`src/rtl/isi_pkg.sv`:
```
// Shared types and codes of the image sample interpolator.
package isi_pkg;

	// Configuration register indexes
	localparam logic [1:0] CFG_WIDTH  = 2'd0;
	localparam logic [1:0] CFG_HEIGHT = 2'd1;
	localparam logic [1:0] CFG_METHOD = 2'd2;

	// Interpolation methods
	localparam logic [1:0] METH_NEAREST  = 2'd0;
	localparam logic [1:0] METH_BILINEAR = 2'd1;
	localparam logic [1:0] METH_BICUBIC  = 2'd2;

	// Item kinds
	localparam logic ACT_WRITE  = 1'b0;
	localparam logic ACT_SAMPLE = 1'b1;

	// Fixed field widths
	localparam int COORD_W = 17;
	localparam int POS_W   = 7;
	localparam int CH_W    = 8;
	localparam int CFG_W   = 8;

	typedef enum logic [2:0] {
		ST_IDLE,
		ST_SQUARE,
		ST_CUBE,
		ST_WEIGHT,
		ST_READ,
		ST_DRAIN,
		ST_FINISH
	} state_t;

	// Commands from the controller to the datapath
	typedef struct packed {
		logic       write;
		logic       load;
		logic       square;
		logic       cube;
		logic       weight;
		logic       tap_valid;
		logic [1:0] tap_i;
		logic [1:0] tap_j;
		logic       finish;
	} cmd_t;

	// Status from the datapath to the controller
	typedef struct packed {
		logic busy;
	} stat_t;

endpackage

```
`src/rtl/isi_ctrl.sv`:
```
// Sequencer for pixel writes and sample passes over the tap window.
module isi_ctrl (
	input  logic               clk,
	input  logic               arst_n,
	input  logic               in_valid,
	input  logic               in_action,
	input  logic [1:0]         method,
	input  logic               out_ready,
	input  isi_pkg::stat_t     stat,
	output logic               in_ready,
	output logic               out_valid,
	output isi_pkg::cmd_t      cmd
);

	isi_pkg::state_t state_q, state_d;
	logic [1:0] i_q, j_q, i_d, j_d;
	logic [1:0] lo, hi;
	logic       out_valid_q, out_valid_d;

	// Tap window bounds per method
	always_comb begin
		unique case (method)
			isi_pkg::METH_BICUBIC: begin
				lo = 2'd0;
				hi = 2'd3;
			end
			isi_pkg::METH_BILINEAR: begin
				lo = 2'd1;
				hi = 2'd2;
			end
			default: begin
				lo = 2'd1;
				hi = 2'd1;
			end
		endcase
	end

	// State, tap counters and output valid
	always_ff @(posedge clk or negedge arst_n) begin
		if (!arst_n) begin
			state_q     <= isi_pkg::ST_IDLE;
			i_q         <= 2'd0;
			j_q         <= 2'd0;
			out_valid_q <= 1'b0;
		end else begin
			state_q     <= state_d;
			i_q         <= i_d;
			j_q         <= j_d;
			out_valid_q <= out_valid_d;
		end
	end

	// Next state and commands
	always_comb begin
		state_d     = state_q;
		i_d         = i_q;
		j_d         = j_q;
		out_valid_d = out_valid_q && !out_ready;
		cmd         = '0;
		cmd.tap_i   = i_q;
		cmd.tap_j   = j_q;
		in_ready    = 1'b0;
		unique case (state_q)
			isi_pkg::ST_IDLE: begin
				in_ready = 1'b1;
				if (in_valid) begin
					if (in_action == isi_pkg::ACT_WRITE) begin
						cmd.write = 1'b1;
					end else begin
						cmd.load = 1'b1;
						state_d  = isi_pkg::ST_SQUARE;
					end
				end
			end
			isi_pkg::ST_SQUARE: begin
				cmd.square = 1'b1;
				state_d    = isi_pkg::ST_CUBE;
			end
			isi_pkg::ST_CUBE: begin
				cmd.cube = 1'b1;
				state_d  = isi_pkg::ST_WEIGHT;
			end
			isi_pkg::ST_WEIGHT: begin
				cmd.weight = 1'b1;
				i_d        = lo;
				j_d        = lo;
				state_d    = isi_pkg::ST_READ;
			end
			isi_pkg::ST_READ: begin
				cmd.tap_valid = 1'b1;
				if (i_q == hi) begin
					i_d = lo;
					if (j_q == hi) begin
						state_d = isi_pkg::ST_DRAIN;
					end else begin
						j_d = j_q + 2'd1;
					end
				end else begin
					i_d = i_q + 2'd1;
				end
			end
			isi_pkg::ST_DRAIN: begin
				if (!stat.busy) begin
					state_d = isi_pkg::ST_FINISH;
				end
			end
			isi_pkg::ST_FINISH: begin
				// hold until the output register is free
				if (!out_valid_q || out_ready) begin
					cmd.finish  = 1'b1;
					out_valid_d = 1'b1;
					state_d     = isi_pkg::ST_IDLE;
				end
			end
			default: begin
				state_d = isi_pkg::ST_IDLE;
			end
		endcase
	end

	assign out_valid = out_valid_q;

endmodule

```
`config.mk`:
```
export PLATFORM = sky130hd
export DESIGN_NAME = isi_ctrl
export DESIGN_NICKNAME = d
export VERILOG_FILES = /design/src/rtl/isi_pkg.sv /design/src/rtl/isi_ctrl.sv
export SDC_FILE = /design/constraint.sdc
export NUM_CORES = 1
export LEC_CHECK = 0
export ABC_AREA = 1
export ABC_CLOCK_PERIOD_IN_PS = 1150
export BUFFER_PORTS_ARGS = -buffer_cell sky130_fd_sc_hd__buf_4
export CORE_ASPECT_RATIO = 0.9
export CORE_UTILIZATION = 30
export DETAILED_ROUTE_END_ITERATION = 10
export MAX_ROUTING_LAYER = met4
export PLACE_DENSITY = 0.51
export SETUP_SLACK_MARGIN = 0.15
export SLEW_MARGIN = 20
export SYNTH_ARGS = -nofsm -noshare
export SYNTH_HDL_FRONTEND = slang
export SYNTH_SLANG_ARGS = --single-unit
```
`constraint.sdc`:
```
create_clock -name clk -period 1.15 [get_ports clk]
set_input_delay 0.23 -clock clk [delete_from_list [all_inputs] [get_ports clk]]
set_output_delay 0.23 -clock clk [all_outputs]
set_load 0.005 [all_outputs]
```
==> reports/qor.yml, run 1 <==
outcome: "finished with violations"
violations: "negative setup slack"
cts_sinks: 8
nNetsFinal: 156
synth_top_cell_area_share_pct: 31.01
clk_path_buf_depth: 2
finalHoldViolCount: 0
cts_made_buffers: 3
postLayoutCoreUtil_pct: 56.63
critPathCapture: "cmd[10]"
grt_start_max_net_pins: 10
instances_no_fill: 170
core_area_mm2: 0.001971
r2r_end: "j_q[1]"
post_drt_wl_per_cell_um: 9.618
grt_busiest_layer: "met2"
rows: 15
setup_viol_count_final: 15
dp_cells: 153
cp.required_ps: 920
irDropWorstVdd_uv: 1409
cts_tree: "built"
route.detailed.drc: 0
gp_congestion: 0.8223
placed_area_um2: 915.9
yosys-top-cells-area: "dfrtp_1 (31%), nand2_1 (21%), inv_1 (9.9%), nand2_4 (7.0%), nor2_1 (7.0%)"
fmax_mhz: 714.4
layout-drive-gt1-share_pct: 46.21
fin_crit_sh_pct: 121.7
multi_input_area_um2: 422.9
detail_route.iter0.violations: 16
syn_area_um2: 645.6
ys_seq_area_share_pct: 31.01
grt_antenna_before_repair: 0
worst_pin_slew_ps: 198.6
fin_area_mm2: 0.001116
die_width_um: 50.90
hpwl_um: 1235
drtAntennaViolNets: 0
num_io_pins: 21
routed_wl_um: 1635
grt_pass1_wl_um: 2842
worstSkewPairLatency_ps: 260
regArea_um2: 203.9
reg2reg_depth: 10
rsz0062_at_grt: "yes"
cp-end-kind: "output pin"
avgSynthCellArea_um2: 6.456
root_buffer: "clkbuf_4"
synth_warnings: 0
h-tree-depth: 1
gr-usage-met1_pct: 22.13
grtUsageMet2_pct: 27.63
area_growth_pct: 72.87
syn-instance-count: 100
diodes: 0
powerDensity_mw_per_mm2: 2103
critical_path_class: "flop to output pin"
clk_pin_slew_ps: 50
crit_start: "state_q[1]"
cp-start-kind: "flop"
drv_slew: 0
period_minus_slack_ps: 1400
maxCapViolations: 0
setup_tns_ps: -2557
leakage_uw: 0.0006286
worst_slack_ps: -249.8
grt_pass1_vias: 682
max_slew_margin_pct: 86.62
synth-seq-cells: 8
arrival_ps: 1170
hp-class: "primary input to flop"
start_util_pct: 32.76
cp_max_fo: 3
r2r-start: "state_q[1]"
fp.dieH_um: 46.01
port-buffer-count: 20
final.setup_skew_ps: 3.383
synth_cell_types: 18
grt.overflow.total: 0
fillers: 186
grt_usage_pct: 17.39
die_area_mm2: 0.002342
dr_total_vias: 727
rrSetupSlack_ps: -170
syn_nets: 110
grtUsageMet3_pct: 5.000
dr.pass1.iters: 4
vias_per_cell: 4.276
synth_top_cell_by_area: "dfrtp_1"
power_uw: 2347
[layout by cell type (no fill, tap or decap)]
cell           Yosys  routed
a22oi_2            1       1
nand3_4            0       1
buf_6              0      10
nand4_1            2       2
a21oi_1            1       1
buf_8              0       1
ha_2               0       1
buf_4              0      29
nand2_4            4       4
nand3_1            5       4
nand2_8            0       1
dfrtp_1            8       5
clkbuf_4           0       3
o21ai_0            1       1
inv_2              1       4
dlygate4sd3_1      0       1
xnor2_1            1       1
nand2_2            3       5
dfrtp_2            0       3
clkbuf_1           0       1
nand2_1           36      33
nor2_4             0       1
o21ai_1            3       3
inv_6              1       1
ha_4               0       1
nor2_1            12      12
nand3_2            1       1
inv_1             17      14
[worst max-delay path, cell delays in order, from the launching register on]
cell and delay (ps):
dfrtp_2 430, nor2_4 130, nand2_2 70, inv_2 50, nand2_1 40, nor2_1 80
buf_4 110
[layout make-up]
class | instances | share of cell area [%]
Sequential cell | 8 | 18.27
Clock buffer | 4 | 2.354
Tap cell | 25 | 2.803
Timing Repair Buffer | 41 | 31.84
Multi-Input combinational cell | 73 | 37.89
Inverter | 19 | 6.839
[report_power, final]
part	leakage (uW)	switching, uW	internal [uW]
combinational	0.000518	771	870
sequential	0.0000951	88.3	382
clock	0.0000150	103	133
[worst min path at each step]
stage | from | to | slack, ps | cells past startpoint
after floorplan | arst_n | i_q[0] | -70 | 0
after global placement | arst_n | i_q[1] | 60 | 1
after detailed placement | arst_n | out_valid | 50 | 1
after CTS | out_ready | out_valid | 250 | 4
after global routing | out_ready | out_valid | 280 | 4
final | out_ready | out_valid | 250 | 4
[registers in the layout (all words and copies together), names as in the netlist]
name	flops
j_q	2
i_q	2
out_valid	1
state_q	3
[cell usage after synthesis, drive strengths merged]
master	n
ha	2
a22oi	1
dfrtp	8
nand3	6
o21ai	4
nand2	43
a21oi	1
nor2	13
nand4	2
inv	19
xnor2	1
[metal layers]
| metal | vias up | share of wire (%) |
|---|---|---|
| li1 | 390 | - |
| met1 | 321 | 47 |
| met2 | 14 | 48 |
| met3 | 2 | 4.1 |
| met4 | 0 | 0.55 |
| met5 | - | 0 |
[cells by family after synthesis]
kind of cell,synth area share [%]
adder cells (fa/ha/maj),3.875
AND/OR/NAND/NOR,46.12
flip-flops,31.01
XOR/XNOR,1.357
AO/OA/AOI/OAI,5.811
buffers and inverters,11.82
[timing repair]
action / CTS / global route
buffers inserted: 11 / 1
gates resized for setup: 14 / 3
gates cloned: 0 / 0
endpoints found under the setup margin: 20 / 21
endpoints found under the hold margin: 8 / 0
pin swaps: 1 / 1
hold buffers: 1 / 0
[per-stage QoR]
step                      worst slack [ps]  hold slack, ps
after floorplan                      52.64          -65.59
after global placement              -96.18           57.63
after detailed placement            -113.2           54.60
final                               -249.8           251.6
after global routing                -353.1           275.2
after CTS                           -268.8           248.6
(Power assumes the default switching activity.)
==> inputs of run 2 (changes only) <==
Settings changed: ABC_CLOCK_PERIOD_IN_PS 1150 to 1500, CAP_MARGIN set to 20, PLACE_DENSITY 0.51 to 0.49.
Clock period 1.15 ns to 1.5 ns, I/O delays scaled along.
==> run 2 against run 1 <==
  * The flow now finishes without violations
  * Sequential power fell by 19%
  * Setup slack improved by 270 ps
  * Total power fell by 35%
  * Non-clock buffer count fell by 9
  * Clock power fell by 28%
  * Flip-flop and latch count did not move
  * Worst hold slack improved by 84 ps
  * Die area did not move
  * Critical path depth fell by 1
  * Register-to-register slack improved by 340 ps
  * Critical path type unchanged
  * Critical endpoint is now cmd[6]
  * Largest cell class unchanged
  * Highest routed layer unchanged
==> reports/qor.yml, run 2 (synthesis results as in run 1) <==
postLayoutCoreUtil_pct: 51.05  # -5.6 points
cp-start-kind: "flop"
period_minus_slack_ps: 1480
outcome: "finished clean"
cp_max_fo: 4  # +1
cts_made_buffers: 3  # unchanged
powerDensity_mw_per_mm2: 1509  # -28%
grt_start_max_net_pins: 10  # unchanged
cts_sinks: 8  # unchanged
cts_tree: "built"
num_io_pins: 21  # unchanged
layout-drive-gt1-share_pct: 40.74  # -5.5 points
largestRegisters: "state_q x3, i_q x2, j_q x2"
hp-class: "primary input to flop"
dr.pass1.iters: 4  # unchanged
port-buffer-count: 20  # unchanged
power_uw: 1518  # -35%
final.setup_skew_ps: 3.364  # -0.01898 ps
max_slew_margin_pct: 88.06  # +1.4 points
die_width_um: 50.90  # unchanged
grt_antenna_before_repair: 0  # unchanged
detail_route.iter0.violations: 8  # -8
routed_wl_um: 1556  # -4.8%
route.detailed.drc: 0  # unchanged
fp.dieH_um: 46.01  # unchanged
worst_pin_slew_ps: 177.3  # -21.34 ps
regArea_um2: 202.7  # -0.61%
dr_total_vias: 706  # -2.9%
grt.overflow.total: 0  # unchanged
post_drt_wl_per_cell_um: 9.725  # +1.1%
gp_congestion: 0.7413  # -9.9%
vias_per_cell: 4.413  # +3.2%
rsz0062_at_grt: "yes"
finalHoldViolCount: 0  # unchanged
diodes: 0  # unchanged
core_area_mm2: 0.001971  # unchanged
fin_crit_sh_pct: 98.66
maxCapViolations: 0  # unchanged
clk_pin_slew_ps: 50  # about the same
leakage_uw: 0.0005728  # -8.9%
die_area_mm2: 0.002342  # unchanged
arrival_ps: 1180  # about the same
drv_slew: 0  # unchanged
fmax_mhz: 675.7
area_growth_pct: 55.81
hpwl_um: 1228  # -0.56%
fillers: 199  # +7.0%
worstSkewPairLatency_ps: 260  # about the same
drtAntennaViolNets: 0  # unchanged
rows: 15  # unchanged
irDropWorstVdd_uv: 833.2  # -41%
grt_usage_pct: 15.59  # -1.8 points
critical_path_class: "flop to output pin"
h-tree-depth: 1  # unchanged
setup_tns_ps: 0  # +2557 ps
layout_commonest_cell: "nand2_1"
multi_input_area_um2: 412.9  # -2.4%
grt_pass1_wl_um: 2532  # -11%
setup_viol_count_final: 0  # -15
cp.required_ps: 1200  # +280 ps
final_cell_mix: "nand2_1 (35), buf_4 (27), inv_1 (14), nor2_1 (10), dfrtp_1 (6)"
cp-end-kind: "output pin"
largest_register_ff_count: 3  # unchanged
clk_path_buf_depth: 2  # unchanged
root_buffer: "clkbuf_4"
largest_register: "state_q"
start_util_pct: 32.76  # unchanged
grt_pass1_vias: 602  # -12%
nNetsFinal: 147  # -5.8%
run 2: changes by cell type in the layout (fill, tap and decap cells not counted), sizes merged:
| cell | change |
|---|---|
| buf | -9 |
| clkbuf | -1 |
run 2: power breakdown:
| part | leakage, uW | internal, uW | switching (uW) |
|---|---|---|---|
| Combinational | 0.000462 | 460 | 507 |
| Clock | 0.0000138 | 91.9 | 78.0 |
| Sequential | 0.0000968 | 292 | 89.2 |
| Total | 0.000573 | 844 | 675 |
run 2: routing by layer:
layer	vias to the layer above	global-route usage (%)	wire length, um
li1	377	-	-
met1	315	19.60	781
met2	12	23.68	701
met3	2	6.000	66
met4	0	3.333	7
met5	-	-	0
run 2: cell type report:
class | count | share of cell area [%]
Sequential cell | 8 | 20.15
Clock buffer | 3 | 2.239
Multi-Input combinational cell | 73 | 41.04
Inverter | 19 | 7.836
Tap cell | 25 | 3.109
Timing Repair Buffer | 32 | 25.62
run 2: worst paths after layout:
| check | cells past startpoint | to | startpoint | slack [ps] |
|---|---|---|---|---|
| worst max-delay path | 5 | cmd[6] | state_q[0] | 20 |
| max in group asynchronous | 2 | state_q[0] | arst_n | 960 |
| worst min register to register | 2 | out_valid | out_valid | 550 |
| min in group asynchronous | 2 | i_q[0] | arst_n | 390 |
| worst max register to register | 10 | j_q[0] | state_q[0] | 170 |
| worst min-delay path | 4 | out_valid | out_ready | 340 |
run 2: critical path, stage by stage (launching register included):
cell     delay, ps
dfrtp_2        430
buf_4          140
buf_6          120
nand3_4         80
inv_2           40
buf_4          120
run 2: per-stage QoR:
step / setup WS, ps / hold WS [ps] / instance area (um2) / cells
global placement: 71.78 / 123.7 / 834.6 / 146
detailed placement: 21.27 / 127.1 / 834.6 / 146
finish: 20.14 / 335.4 / 1006 / 160
floorplan: 242.6 / 4.409 / 645.6 / 100
global route: -31.31 / 345.5 / 1006 / 160
CTS: -28.60 / 328.5 / 910.9 / 154
run 2: timing repair:
action,4_1_cts,5_1_grt
gates resized for setup,5,14
endpoints found under the hold margin,8,0
buffers inserted,4,6
pin swaps,0,6
setup endpoints to repair,8,9
hold buffers,1,0
==> inputs of run 3 (changes only) <==
Settings changed: ABC_CLOCK_PERIOD_IN_PS 1500 to not set, PLACE_DENSITY 0.49 to 0.51.
Clock period 1.5 ns to 1.3 ns, I/O delays scaled along.
==> run 3 against run 2 <==
  * The flow now finishes with violations (negative setup slack)
  * Combinational power rose by 21%
  * Flip-flop and latch count did not move
  * Total power rose by 20%
  * Clock power rose by 27%
  * Via count fell by 0.57%
  * Die area did not move
  * Clock-buffer cell count rose by 1
  * Non-clock buffer count did not move
  * Cell area rose by 1.1%
  * First-iteration DRC count fell by 63%
  * Register-to-register slack got worse by 190 ps
  * Critical path type unchanged
==> reports/qor.yml, run 3 (synthesis results as in run 1) <==
irDropWorstVdd_uv: 1076  # +29%
fillers: 213  # +7.0%
diodes: 0  # unchanged
largest_register_ff_count: 3  # unchanged
route.detailed.drc: 0  # unchanged
drv_slew: 0  # unchanged
dr_total_vias: 702  # -0.57%
period_minus_slack_ps: 1439
whs_ps: 283.4  # -52.01 ps
fin_crit_sh_pct: 110.7
h-tree-depth: 1  # unchanged
grt_antenna_before_repair: 0  # unchanged
outcome: "finished with violations"
arrival_ps: 1180  # about the same
max_slew_margin_pct: 87.47  # -0.58 points
final_cell_mix: "nand2_1 (34), buf_4 (27), inv_1 (16), nor2_1 (12), dfrtp_1 (6)"
path_cells: "nor2_4, nand2_2, inv_2, nand2_1, nor2_1, buf_4"
root_buffer: "clkbuf_4"
die_area_mm2: 0.002342  # unchanged
violations: "negative setup slack"
nNetsFinal: 147  # unchanged
gp_congestion: 0.7722  # +4.2%
layout_commonest_cell: "nand2_1"
dr.pass1.iters: 4  # unchanged
slowest_stage: "dfrtp_2"
final.setup_skew_ps: 16.86  # +13.49 ps
hpwl_um: 1211  # -1.4%
rsz0062_at_grt: "yes"
cp_max_fo: 3  # -1
grt_start_max_net_pins: 10  # unchanged
fmax_mhz: 694.9
cp-end-kind: "output pin"
drtAntennaViolNets: 0  # unchanged
hp-class: "primary input to flop"
max_stage_delay_ps: 430  # about the same
grt_usage_pct: 15.98  # +0.39 points
powerDensity_mw_per_mm2: 1796  # +19%
grt_pass1_wl_um: 2628  # +3.8%
maxCapViolations: 0  # unchanged
cp-start-kind: "flop"
routed_wl_um: 1562  # +0.39%
setup_viol_count_final: 10  # +10
grt_pass1_vias: 632  # +5.0%
postLayoutCoreUtil_pct: 51.62  # +0.57 points
largestRegisters: "state_q x3, i_q x2, j_q x2"
cp_num_buf_inv: 2  # -2
fp.dieH_um: 46.01  # unchanged
area_growth_pct: 57.56
detail_route.iter0.violations: 3  # -5
path_delay_family: "flip-flops"
critical_path_class: "flop to output pin"
vias_per_cell: 4.360  # -1.2%
clk_pin_slew_ps: 70  # +20 ps
pre_cts_ws_ps: -43.74  # -65.01 ps
core_area_mm2: 0.001971  # unchanged
largest_register: "state_q"
start_util_pct: 32.76  # unchanged
worst_pin_slew_ps: 187.4  # +10.19 ps
placed_area_um2: 878.3  # +5.2%
cts_sinks: 8  # unchanged
worst_slack_ps: -139.0  # -159.1 ps
grt.overflow.total: 0  # unchanged
cp.required_ps: 1040  # -160 ps
leakage_uw: 0.0005823  # +1.7%
post_drt_wl_per_cell_um: 9.702  # -0.24%
cts_tree: "built"
layout-drive-gt1-share_pct: 39.71  # -1.0 points
die_width_um: 50.90  # unchanged
num_io_pins: 21  # unchanged
port-buffer-count: 20  # unchanged
fin_area_mm2: 0.001017  # +1.1%
rows: 15  # unchanged
cts_made_buffers: 3  # unchanged
finalHoldViolCount: 0  # unchanged
worstSkewPairLatency_ps: 270  # about the same
clk_path_buf_depth: 2  # unchanged
run 3: area by class of cell:
type / count / area (um2) / share of cell area (%)
Clock buffer: 4 / 26.28 / 2.583
Inverter: 19 / 76.32 / 7.503
Multi-Input combinational cell: 73 / 422.9 / 41.57
Sequential cell: 8 / 202.7 / 19.93
Tap cell: 25 / 31.28 / 3.075
Timing Repair Buffer: 32 / 257.7 / 25.34
run 3: routing by layer:
layer / vias to the layer above / wire (um) / track usage, %
met1: 309 / 740 / 19.08
met2: 15 / 710 / 25.53
met5: - / 0 / -
met3: 4 / 90 / 5.333
li1: 374 / - / -
met4: 0 / 21 / 5.000
run 3: path summary, 6_finish.rpt:
check,slack [ps],endpoint,from,cells after the start
setup / recovery,-140,cmd[10],state_q[1],6
hold / removal,280,out_valid,out_ready,4
setup reg to reg,-20,j_q[1],state_q[1],10
hold reg to reg,520,out_valid,out_valid,2
max in group asynchronous,810,out_valid,arst_n,2
min in group asynchronous,340,state_q[1],arst_n,2
run 3: through the flow:
stage	cells	setup TNS (ps)	power, uW
2_1_floorplan	100	0	1085
3_3_place_gp	149	-18.75	1400
3_5_place_dp	149	-88.91	1403
4_1_cts	161	-841.3	1808
5_1_grt	161	-1819	1991
6_report	161	-858.1	1827
run 3: timing repair:
action	in CTS	in global routing
hold buffers	1	0
resized for setup	9	3
hold endpoints to repair	8	0
setup endpoints to repair	14	17
buffers inserted	7	0
pin swaps	2	0
run 3: worst reg2reg max path: stages, from the launching register on:
cell and delay [ps]:
dfrtp_2 430, nor2_4 130, buf_4 140, nand2_4 50, inv_6 50, buf_6 120, nand2_4 70, nand2_4 70
nand2_2 50, nand2_1 50, nand2_1 40
run 3: power breakdown:
group / switching, uW / internal (uW) / total [uW]
Sequential: 97.4 / 339 / 436
Clock: 97.9 / 118 / 216
Combinational: 607 / 568 / 1170
